`config.mk`:
```
export PLATFORM = sky130hd
export DESIGN_NAME = tx_scheduler_broadcast_holdoff_core
export DESIGN_NICKNAME = d
export VERILOG_FILES = /design/src/hdl/txsbh_pkg.sv /design/src/hdl/tx_scheduler_broadcast_holdoff_core.sv
export SDC_FILE = /design/constraint.sdc
export NUM_CORES = 1
export LEC_CHECK = 0
export ABC_CLOCK_PERIOD_IN_PS = 5650
export BUFFER_PORTS_ARGS = -buffer_cell sky130_fd_sc_hd__buf_4
export CORE_MARGIN = 10
export CORE_UTILIZATION = 61
export DETAILED_ROUTE_END_ITERATION = 16
export PLACE_DENSITY = 0.8
export SLEW_MARGIN = 15
export SYNTH_ARGS = -nofsm -noshare
export SYNTH_HDL_FRONTEND = slang
export SYNTH_SLANG_ARGS = --single-unit
```
`constraint.sdc`:
```
create_clock -name clk_i -period 5.65 [get_ports clk_i]
set_clock_uncertainty 0.15 [all_clocks]
set_input_delay 1.13 -clock clk_i [delete_from_list [all_inputs] [get_ports clk_i]]
set_output_delay 1.13 -clock clk_i [all_outputs]
set_load 0.005 [all_outputs]
```
`src/hdl/txsbh_pkg.sv`:
```
// ----------------------------------------------------------------------------
// txsbh_pkg
// Shared types and constants of the transmit scheduler with broadcast
// hold-off: payload structs, result codes, register indexes and reset values.
// ----------------------------------------------------------------------------
package txsbh_pkg;

  // Normal descriptor queue depth and the length limit.
  localparam int unsigned FifoDepth = 5;
  localparam int unsigned PtrW      = (FifoDepth > 1) ? $clog2(FifoDepth) : 1;
  localparam int unsigned CntW      = $clog2(FifoDepth + 1);
  localparam int unsigned SumW      = CntW + 1;
  localparam logic [7:0]  MaxLength = 8'd253;
  localparam logic [7:0]  PreambleBcast = 8'd1;

  // Configuration registers.
  localparam int unsigned CfgIdxW  = 2;
  localparam int unsigned CfgDataW = 16;

  localparam logic [CfgIdxW-1:0] CfgHoldoffTicks = 2'd0;
  localparam logic [CfgIdxW-1:0] CfgNormalGap    = 2'd1;
  localparam logic [CfgIdxW-1:0] CfgBcastGap     = 2'd2;
  localparam logic [CfgIdxW-1:0] CfgPollGap      = 2'd3;

  localparam logic [CfgDataW-1:0] HoldoffTicksRst = 16'd5000;
  localparam logic [CfgDataW-1:0] NormalGapRst    = 16'd100;
  localparam logic [CfgDataW-1:0] BcastGapRst     = 16'd1700;
  localparam logic [CfgDataW-1:0] PollGapRst      = 16'd100;

  // Input operation codes.
  typedef enum logic {
    OpEnqueue = 1'b0,
    OpTick    = 1'b1
  } op_e;

  // Result event codes.
  typedef enum logic [1:0] {
    EvEnqStatus  = 2'd0,
    EvSendNormal = 2'd1,
    EvSendBcast  = 2'd2
  } event_e;

  // Enqueue outcome codes.
  typedef enum logic [1:0] {
    StQueued      = 2'd0,
    StBcastStored = 2'd1,
    StDroppedFull = 2'd2,
    StTooLong     = 2'd3
  } status_e;

  // One input word.
  typedef struct packed {
    op_e        operation;
    logic [7:0] packet_ref;
    logic [7:0] length;
    logic       ack_req;
    logic [7:0] preamble_mode;
  } in_word_t;

  // One result word.
  typedef struct packed {
    event_e     event_res;
    status_e    status;
    logic [7:0] out_ref;
    logic [7:0] out_length;
    logic       out_ack_req;
    logic [7:0] out_preamble;
  } out_word_t;

  // Stored transmit descriptor.
  typedef struct packed {
    logic [7:0] preamble;
    logic       ack_req;
    logic [7:0] length;
    logic [7:0] pkt_ref;
  } desc_t;

endpackage

```
`src/hdl/tx_scheduler_broadcast_holdoff_core.sv`:
```
// ----------------------------------------------------------------------------
// tx_scheduler_broadcast_holdoff_core
// Transmit descriptor scheduler with a normal FIFO and a broadcast slot that
// is held off while normal traffic keeps arriving.
// ----------------------------------------------------------------------------
// Usage:
// Input words arrive on in_valid_i/in_ready_o. An enqueue word answers with
// one status word; a tick word answers with a send-normal word, a
// send-broadcast word or nothing. Result words leave on
// out_valid_o/out_ready_i. Registers are written through cfg_we_i,
// cfg_idx_i and cfg_wdata_i; the user must write them only while the block
// is idle, as the block itself does not enforce it. An accepted word waits
// in the input register until processed; its result is held in the result
// register and shown on out_data_o. Throughput: one word per cycle while the
// receiver takes results; input and result register are the only stages.
// While the receiver stalls, the result register holds its word; the input
// register still takes one more word, then in_ready_o drops until the
// result register frees up. Tick words that give no result also wait for it.
// Reset clears the queue, the broadcast flag and both countdowns and loads
// the register reset values; descriptor storage is not cleared.
// ----------------------------------------------------------------------------
module tx_scheduler_broadcast_holdoff_core (
  input  logic                               clk_i,
  input  logic                               rst_ni,
  input  logic                               in_valid_i,
  output logic                               in_ready_o,
  input  txsbh_pkg::in_word_t                in_data_i,
  output logic                               out_valid_o,
  input  logic                               out_ready_i,
  output txsbh_pkg::out_word_t               out_data_o,
  input  logic                               cfg_we_i,
  input  logic [txsbh_pkg::CfgIdxW-1:0]      cfg_idx_i,
  input  logic [txsbh_pkg::CfgDataW-1:0]     cfg_wdata_i
);

  // Configuration registers.
  logic [txsbh_pkg::CfgDataW-1:0] holdoff_ticks_q, normal_gap_q, bcast_gap_q, poll_gap_q;

  // Pipeline registers.
  logic                 in_valid_q;
  txsbh_pkg::in_word_t  in_q;
  logic                 out_valid_q;
  txsbh_pkg::out_word_t out_q;

  // Scheduler state.
  txsbh_pkg::desc_t                fifo_mem [txsbh_pkg::FifoDepth];
  logic [txsbh_pkg::PtrW-1:0]      head_q, head_d;
  logic [txsbh_pkg::CntW-1:0]      count_q, count_d;
  txsbh_pkg::desc_t                bcast_slot_q;
  logic                            bcast_wait_q, bcast_wait_d;
  logic [txsbh_pkg::CfgDataW-1:0]  holdoff_q, holdoff_d;
  logic [txsbh_pkg::CfgDataW-1:0]  pace_q, pace_d;

  // Processing controls.
  logic                       out_free;
  logic                       proc_go;
  logic                       res_valid;
  txsbh_pkg::out_word_t       res_word;
  txsbh_pkg::desc_t           in_desc;
  txsbh_pkg::desc_t           head_desc;
  logic                       fifo_wr;
  logic                       bcast_wr;
  logic [txsbh_pkg::PtrW-1:0] tail_idx;
  logic [txsbh_pkg::SumW-1:0] tail_sum;
  logic [txsbh_pkg::CfgDataW-1:0] pace_dec, holdoff_dec;

  // Handshake: the result register frees when empty or being drained.
  assign out_free    = !out_valid_q || out_ready_i;
  assign proc_go     = in_valid_q && out_free;
  assign in_ready_o  = !in_valid_q || proc_go;
  assign out_valid_o = out_valid_q;
  assign out_data_o  = out_q;

  // Configuration writes.
  always_ff @(posedge clk_i or negedge rst_ni) begin
    if (!rst_ni) begin
      holdoff_ticks_q <= txsbh_pkg::HoldoffTicksRst;
      normal_gap_q    <= txsbh_pkg::NormalGapRst;
      bcast_gap_q     <= txsbh_pkg::BcastGapRst;
      poll_gap_q      <= txsbh_pkg::PollGapRst;
    end else if (cfg_we_i) begin
      unique case (cfg_idx_i)
        txsbh_pkg::CfgHoldoffTicks: holdoff_ticks_q <= cfg_wdata_i;
        txsbh_pkg::CfgNormalGap:    normal_gap_q    <= cfg_wdata_i;
        txsbh_pkg::CfgBcastGap:     bcast_gap_q     <= cfg_wdata_i;
        txsbh_pkg::CfgPollGap:      poll_gap_q      <= cfg_wdata_i;
        default: ;
      endcase
    end
  end

  // Input register.
  always_ff @(posedge clk_i or negedge rst_ni) begin
    if (!rst_ni) begin
      in_valid_q <= 1'b0;
    end else if (in_ready_o) begin
      in_valid_q <= in_valid_i;
    end
  end

  always_ff @(posedge clk_i) begin
    if (in_valid_i && in_ready_o) begin
      in_q <= in_data_i;
    end
  end

  // Descriptor views of the registered word and the queue head.
  assign in_desc.pkt_ref  = in_q.packet_ref;
  assign in_desc.length   = in_q.length;
  assign in_desc.ack_req  = in_q.ack_req;
  assign in_desc.preamble = in_q.preamble_mode;
  assign head_desc        = fifo_mem[head_q];

  // Tail slot: head plus count, wrapped once around the queue.
  always_comb begin
    tail_sum = txsbh_pkg::SumW'(head_q) + txsbh_pkg::SumW'(count_q);
    if (tail_sum >= txsbh_pkg::SumW'(txsbh_pkg::FifoDepth)) begin
      tail_sum = tail_sum - txsbh_pkg::SumW'(txsbh_pkg::FifoDepth);
    end
    tail_idx = tail_sum[txsbh_pkg::PtrW-1:0];
  end

  // Saturating countdowns for a tick.
  assign pace_dec    = (pace_q == '0) ? '0 : pace_q - 1'b1;
  assign holdoff_dec = (holdoff_q == '0) ? '0 : holdoff_q - 1'b1;

  // Scheduling decision for the registered word.
  always_comb begin
    head_d       = head_q;
    count_d      = count_q;
    bcast_wait_d = bcast_wait_q;
    holdoff_d    = holdoff_q;
    pace_d       = pace_q;
    fifo_wr      = 1'b0;
    bcast_wr     = 1'b0;
    res_valid    = 1'b0;
    res_word     = '0;

    if (in_q.operation == txsbh_pkg::OpEnqueue) begin
      res_valid          = 1'b1;
      res_word.event_res = txsbh_pkg::EvEnqStatus;
      if (in_q.length >= txsbh_pkg::MaxLength) begin
        res_word.status = txsbh_pkg::StTooLong;
      end else if (in_q.preamble_mode == txsbh_pkg::PreambleBcast) begin
        bcast_wr        = 1'b1;
        bcast_wait_d    = 1'b1;
        holdoff_d       = holdoff_ticks_q;
        res_word.status = txsbh_pkg::StBcastStored;
      end else if (count_q >= txsbh_pkg::CntW'(txsbh_pkg::FifoDepth)) begin
        res_word.status = txsbh_pkg::StDroppedFull;
      end else begin
        fifo_wr         = 1'b1;
        count_d         = count_q + 1'b1;
        if (bcast_wait_q) begin
          holdoff_d = holdoff_ticks_q;
        end
        res_word.status = txsbh_pkg::StQueued;
      end
    end else begin
      pace_d    = pace_dec;
      holdoff_d = holdoff_dec;
      if (pace_dec == '0) begin
        if (count_q != '0) begin
          // Queued normal traffic goes first.
          count_d                = count_q - 1'b1;
          head_d                 = (head_q == txsbh_pkg::PtrW'(txsbh_pkg::FifoDepth - 1))
                                   ? '0 : head_q + 1'b1;
          pace_d                 = normal_gap_q;
          res_valid              = 1'b1;
          res_word.event_res     = txsbh_pkg::EvSendNormal;
          res_word.status        = txsbh_pkg::StQueued;
          res_word.out_ref       = head_desc.pkt_ref;
          res_word.out_length    = head_desc.length;
          res_word.out_ack_req   = head_desc.ack_req;
          res_word.out_preamble  = head_desc.preamble;
        end else if (bcast_wait_q && holdoff_dec == '0) begin
          // Broadcast once the hold-off has run out.
          bcast_wait_d           = 1'b0;
          pace_d                 = bcast_gap_q;
          res_valid              = 1'b1;
          res_word.event_res     = txsbh_pkg::EvSendBcast;
          res_word.status        = txsbh_pkg::StQueued;
          res_word.out_ref       = bcast_slot_q.pkt_ref;
          res_word.out_length    = bcast_slot_q.length;
          res_word.out_ack_req   = bcast_slot_q.ack_req;
          res_word.out_preamble  = bcast_slot_q.preamble;
        end else begin
          // Nothing eligible: wait one poll interval.
          pace_d = poll_gap_q;
        end
      end
    end
  end

  // Control state update.
  always_ff @(posedge clk_i or negedge rst_ni) begin
    if (!rst_ni) begin
      head_q       <= '0;
      count_q      <= '0;
      bcast_wait_q <= 1'b0;
      holdoff_q    <= '0;
      pace_q       <= '0;
    end else if (proc_go) begin
      head_q       <= head_d;
      count_q      <= count_d;
      bcast_wait_q <= bcast_wait_d;
      holdoff_q    <= holdoff_d;
      pace_q       <= pace_d;
    end
  end

  // Descriptor storage.
  always_ff @(posedge clk_i) begin
    if (proc_go && fifo_wr) begin
      fifo_mem[tail_idx] <= in_desc;
    end
    if (proc_go && bcast_wr) begin
      bcast_slot_q <= in_desc;
    end
  end

  // Result register.
  always_ff @(posedge clk_i or negedge rst_ni) begin
    if (!rst_ni) begin
      out_valid_q <= 1'b0;
    end else if (out_free) begin
      out_valid_q <= proc_go && res_valid;
    end
  end

  always_ff @(posedge clk_i) begin
    if (proc_go && res_valid) begin
      out_q <= res_word;
    end
  end

`ifndef SYNTH
  // The queue never holds more descriptors than it has slots.
  a_count_bound: assert property (@(posedge clk_i) disable iff (!rst_ni)
    count_q <= txsbh_pkg::CntW'(txsbh_pkg::FifoDepth))
    else $error("descriptor count exceeds queue depth");

  // Sending the broadcast retires the waiting flag.
  a_bcast_clears: assert property (@(posedge clk_i) disable iff (!rst_ni)
    (proc_go && res_valid && res_word.event_res == txsbh_pkg::EvSendBcast)
    |=> !bcast_wait_q)
    else $error("broadcast still waiting after it was sent");

  // A held input word is not overwritten while processing stalls.
  a_in_hold: assert property (@(posedge clk_i) disable iff (!rst_ni)
    (in_valid_q && !proc_go) |=> (in_valid_q && $stable(in_q)))
    else $error("stalled input word was lost or changed");

  // A normal send is only taken from a non-empty queue.
  a_send_needs_entry: assert property (@(posedge clk_i) disable iff (!rst_ni)
    (proc_go && res_valid && res_word.event_res == txsbh_pkg::EvSendNormal)
    |-> (count_q != '0))
    else $error("normal send from an empty queue");
`endif

endmodule

```
==> key figures <==
Clock network
  • CTS root buffer: clkbuf_16
  • Clock-pin slew on the worst setup and hold paths: 0.06 ns
  • CTS tree: built
  • CTS Buffer Depth: 3
  • Hold Buf Count CTS: 0
  • Post-CTS sizing: 0
  • Sink Count: 310
  • Clock latency at the later pin of the worst-skew pair: 0.57 ns
  • H-Tree Level Count: 1
  • Total CTS buffers: 31
  • Setup Fix Bufs, Post-CTS: 0

Global routing
  • Pin count of the biggest net entering global routing: 58
  • Initial antenna violation count: 0
  • Number of global-route vias before repair: 8322
  • Global Route Usage Sum: 20.2%
  • Grt ovf: 0
  • First-pass GRT wire length: 46300 um

Yosys
  • Post-synth EDFFs: 205
  • Leading post-synthesis cells by cell area: edfxtp_1, dfrtp_1, mux2_2, mux4_2, dfstp_2
  • Post-Syn Area: 0.0133 mm2
  • Post-synth top area share: 46.1%
  • Post-synthesis mux area share: 12.9%
  • Cell with the most instances after synthesis: edfxtp_1
  • Most instantiated cells after synthesis: edfxtp_1, dfrtp_1, mux2_2
  • Post-Synth XOR/XNOR Area: 0.394%
  • Largest area contributor in the synthesized netlist: edfxtp_1
  • Main combinational cell family by area after synthesis: multiplexers
  • Compound-cell area share of the yosys netlist: 8.57%
  • Share of the yosys chip area belonging to registers: 66.0%
  • Post-synth ARST share: 33.9%
  • Syn nets: 947
  • Post-synth cell types: 76
  • Top_reg_cell synth: edfxtp_1
  • Seq cells post-synth: 310
  • Syn Area/Cell: 15.0 um2
  • Ys Warns: 0
  • Mapped Cells: 887
  • Synth Area in Simple Gates: 8.85%
  • Adder-Cell Fraction of Synth Area: 1.14%

Power and ir drop
  • Power share of the clock group: 31.4%
  • Leakage Power: 5.58 nW
  • Sequential Power Share: 48.7%
  • Combinational share of power: 19.9%
  • Psw: 0.00187 W
  • Peak VDD IR: 252 uV
  • Internal power: 0.00451 W
  • Sw frac: 29.3%
  • Power Density: 419 mW/mm2

Worst setup path
  • CP Class: reg2reg
  • Crit path max fanout: 28
  • Crit. End Element: flip-flop
  • Max incr delay on CP: 0.75 ns
  • CP Data Arrival Time: 4.68 ns
  • Worst path required time: 5.94 ns
  • Crit-path most repeated cell: inv_1
  • Crit path cell chain: inv_1, ha_1, or4b_2, or3_1, a221oi_1, o2111a_1, nand3_2, inv_1, o22ai_1, mux2i_1
  • Slowest CP cell: nand3_2
  • R2R setup slack: 1.26 ns
  • CP top delay family: simple AND/OR/NAND/NOR gates
  • Startpoint types: flip-flop
  • CP bufs+invs: 2

Floorplanning
  • DIE HEIGHT: 168 um
  • Initial core utilization: 61.5%
  • Die Width: 168 um
  • Row count: 54
  • Ports: 80
  • DIE AREA: 0.0282 mm2
  • Core area: 0.0217 mm2

Final layout
  • Final instance area: 0.0152 mm2
  • Seq. cell area: 0.00880 mm2
  • Layout Cells excl Fill: 1280
  • Layout Nets: 1035
  • FILL cells: 1450
  • Layout area overhead: 14.2%
  • Share of layout cells above drive strength 1: 28.5%
  • Multi-input logic area: 0.00429 mm2
  • Final Core Density: 70.3%
  • # diodes: 0

Status
  • Run status: complete, no violations

Job
  • Max-Cap Viols: 0

Placed design
  • DP Area: 0.0142 mm2
  • Final HPWL DP: 19100 um
  • DP Worst Slack: 1.30 ns
  • Placed Cells: 1222
  • RePlAce Congestion: 0.918
  • Port bufs: 79

Worst hold path
  • Worst hold path class: reg2reg

STA
  • Slew Viols, Final: 0
  • Fin crit share: 77.7%
  • Setup TNS: 0 ns
  • Final hold vios: 0
  • Setup ws final: 1.26 ns
  • RSZ-0062 raised after global routing: false
  • Setup violations, final: 0
  • Slew headroom: 32.6%
  • Worst Tran Pin Value: 1.01 ns
  • Fmax: 228 MHz
  • Crit path time final: 4.39 ns

Routing
  • Total number of vias: 8104
  • WL per Instance: 22.7 um
  • First-pass DRT Iterations: 5
  • Drt initial violations: 850
  • Via density: 6.33
  • Final ANT Viol Nets: 0
  • DRC: 0
  • DRT Wirelength: 29100 um
-- power groups by stage --
stage | clock network, W | logic [W] | registers, W
2_1_floorplan | 0 | 0.000984 | 0.00301
3_3_place_gp | 0 | 0.00122 | 0.00312
3_5_place_dp | 0 | 0.00125 | 0.00314
4_1_cts | 0.00203 | 0.00126 | 0.00310
5_1_grt | 0.00212 | 0.00141 | 0.00315
6_report | 0.00200 | 0.00127 | 0.00311
-- stage by stage --
step	hold slack (ns)	total power (W)
floorplan	0.319	0.00399
global placement	0.329	0.00434
detailed placement	0.334	0.00439
CTS	0.347	0.00639
global route	0.362	0.00668
finish	0.348	0.00638
-- cell type report --
cell class,instances,share of cell area (%)
multi-input cells,519,28.1
flip-flops and latches,310,57.8
well taps,280,2.30
clock buffers,37,5.24
inverters,13,0.320
repair buffers,100,4.93
clock inverters,21,1.29
-- registers in the layout, indices dropped and copies added (netlist names), 3 cells and up --
register         cells
holdoff_ticks_q     16
poll_gap_q          16
bcast_gap_q         16
head_q               3
holdoff_q           16
in_desc             25
pace_q              16
normal_gap_q        16
count_q              3
out_data_o          29
bcast_slot_q        25
fifo_mem           125
-- layer usage --
metal | share of wire [%] | global-route usage [%] | up-vias
li1 | - | - | 3655
met1 | 42 | 26.1 | 4125
met2 | 50 | 34.7 | 278
met3 | 5.9 | 3.35 | 46
met4 | 2.1 | 5.34 | 0
met5 | 0 | 0 | -
-- path summary, 6_finish.rpt --
path / depth (start not counted) / to / startpoint
worst max-delay path: 10 / count_q[1] / pace_q[0]
worst min-delay path: 1 / normal_gap_q[7] / normal_gap_q[7]
worst max register to register: 10 / count_q[1] / pace_q[0]
worst min register to register: 1 / normal_gap_q[7] / normal_gap_q[7]
max in group asynchronous: 2 / holdoff_q[5] / rst_ni
min in group asynchronous: 1 / poll_gap_q[15] / rst_ni
-- cell families (layout without fill, tap and decap cells) --
logic type	Yosys count	after routing
flip-flops	310	310
AO/OA/AOI/OAI	157	157
AND/OR/NAND/NOR	213	213
XOR/XNOR	6	6
adder cells (fa/ha/maj)	11	11
buffers and inverters	58	171
multiplexers	132	132
-- cell usage in the layout (no fill, tap or decap), drive strengths merged, types with 11 or more instances in the layout --
cell and n:
buf 100, nand2 37, nand3 17, edfxtp 205
mux2 66, clkinv 16, dfstp 16, nor3 14
o21ai 45, or4 11, mux4 25, dfrtp 89
mux2i 41, nor4 14, clkbuf 37, o2bb2ai 26
inv 13, a21oi 21, nor2 51
Note: power is estimated with default switching activity, not from simulation.
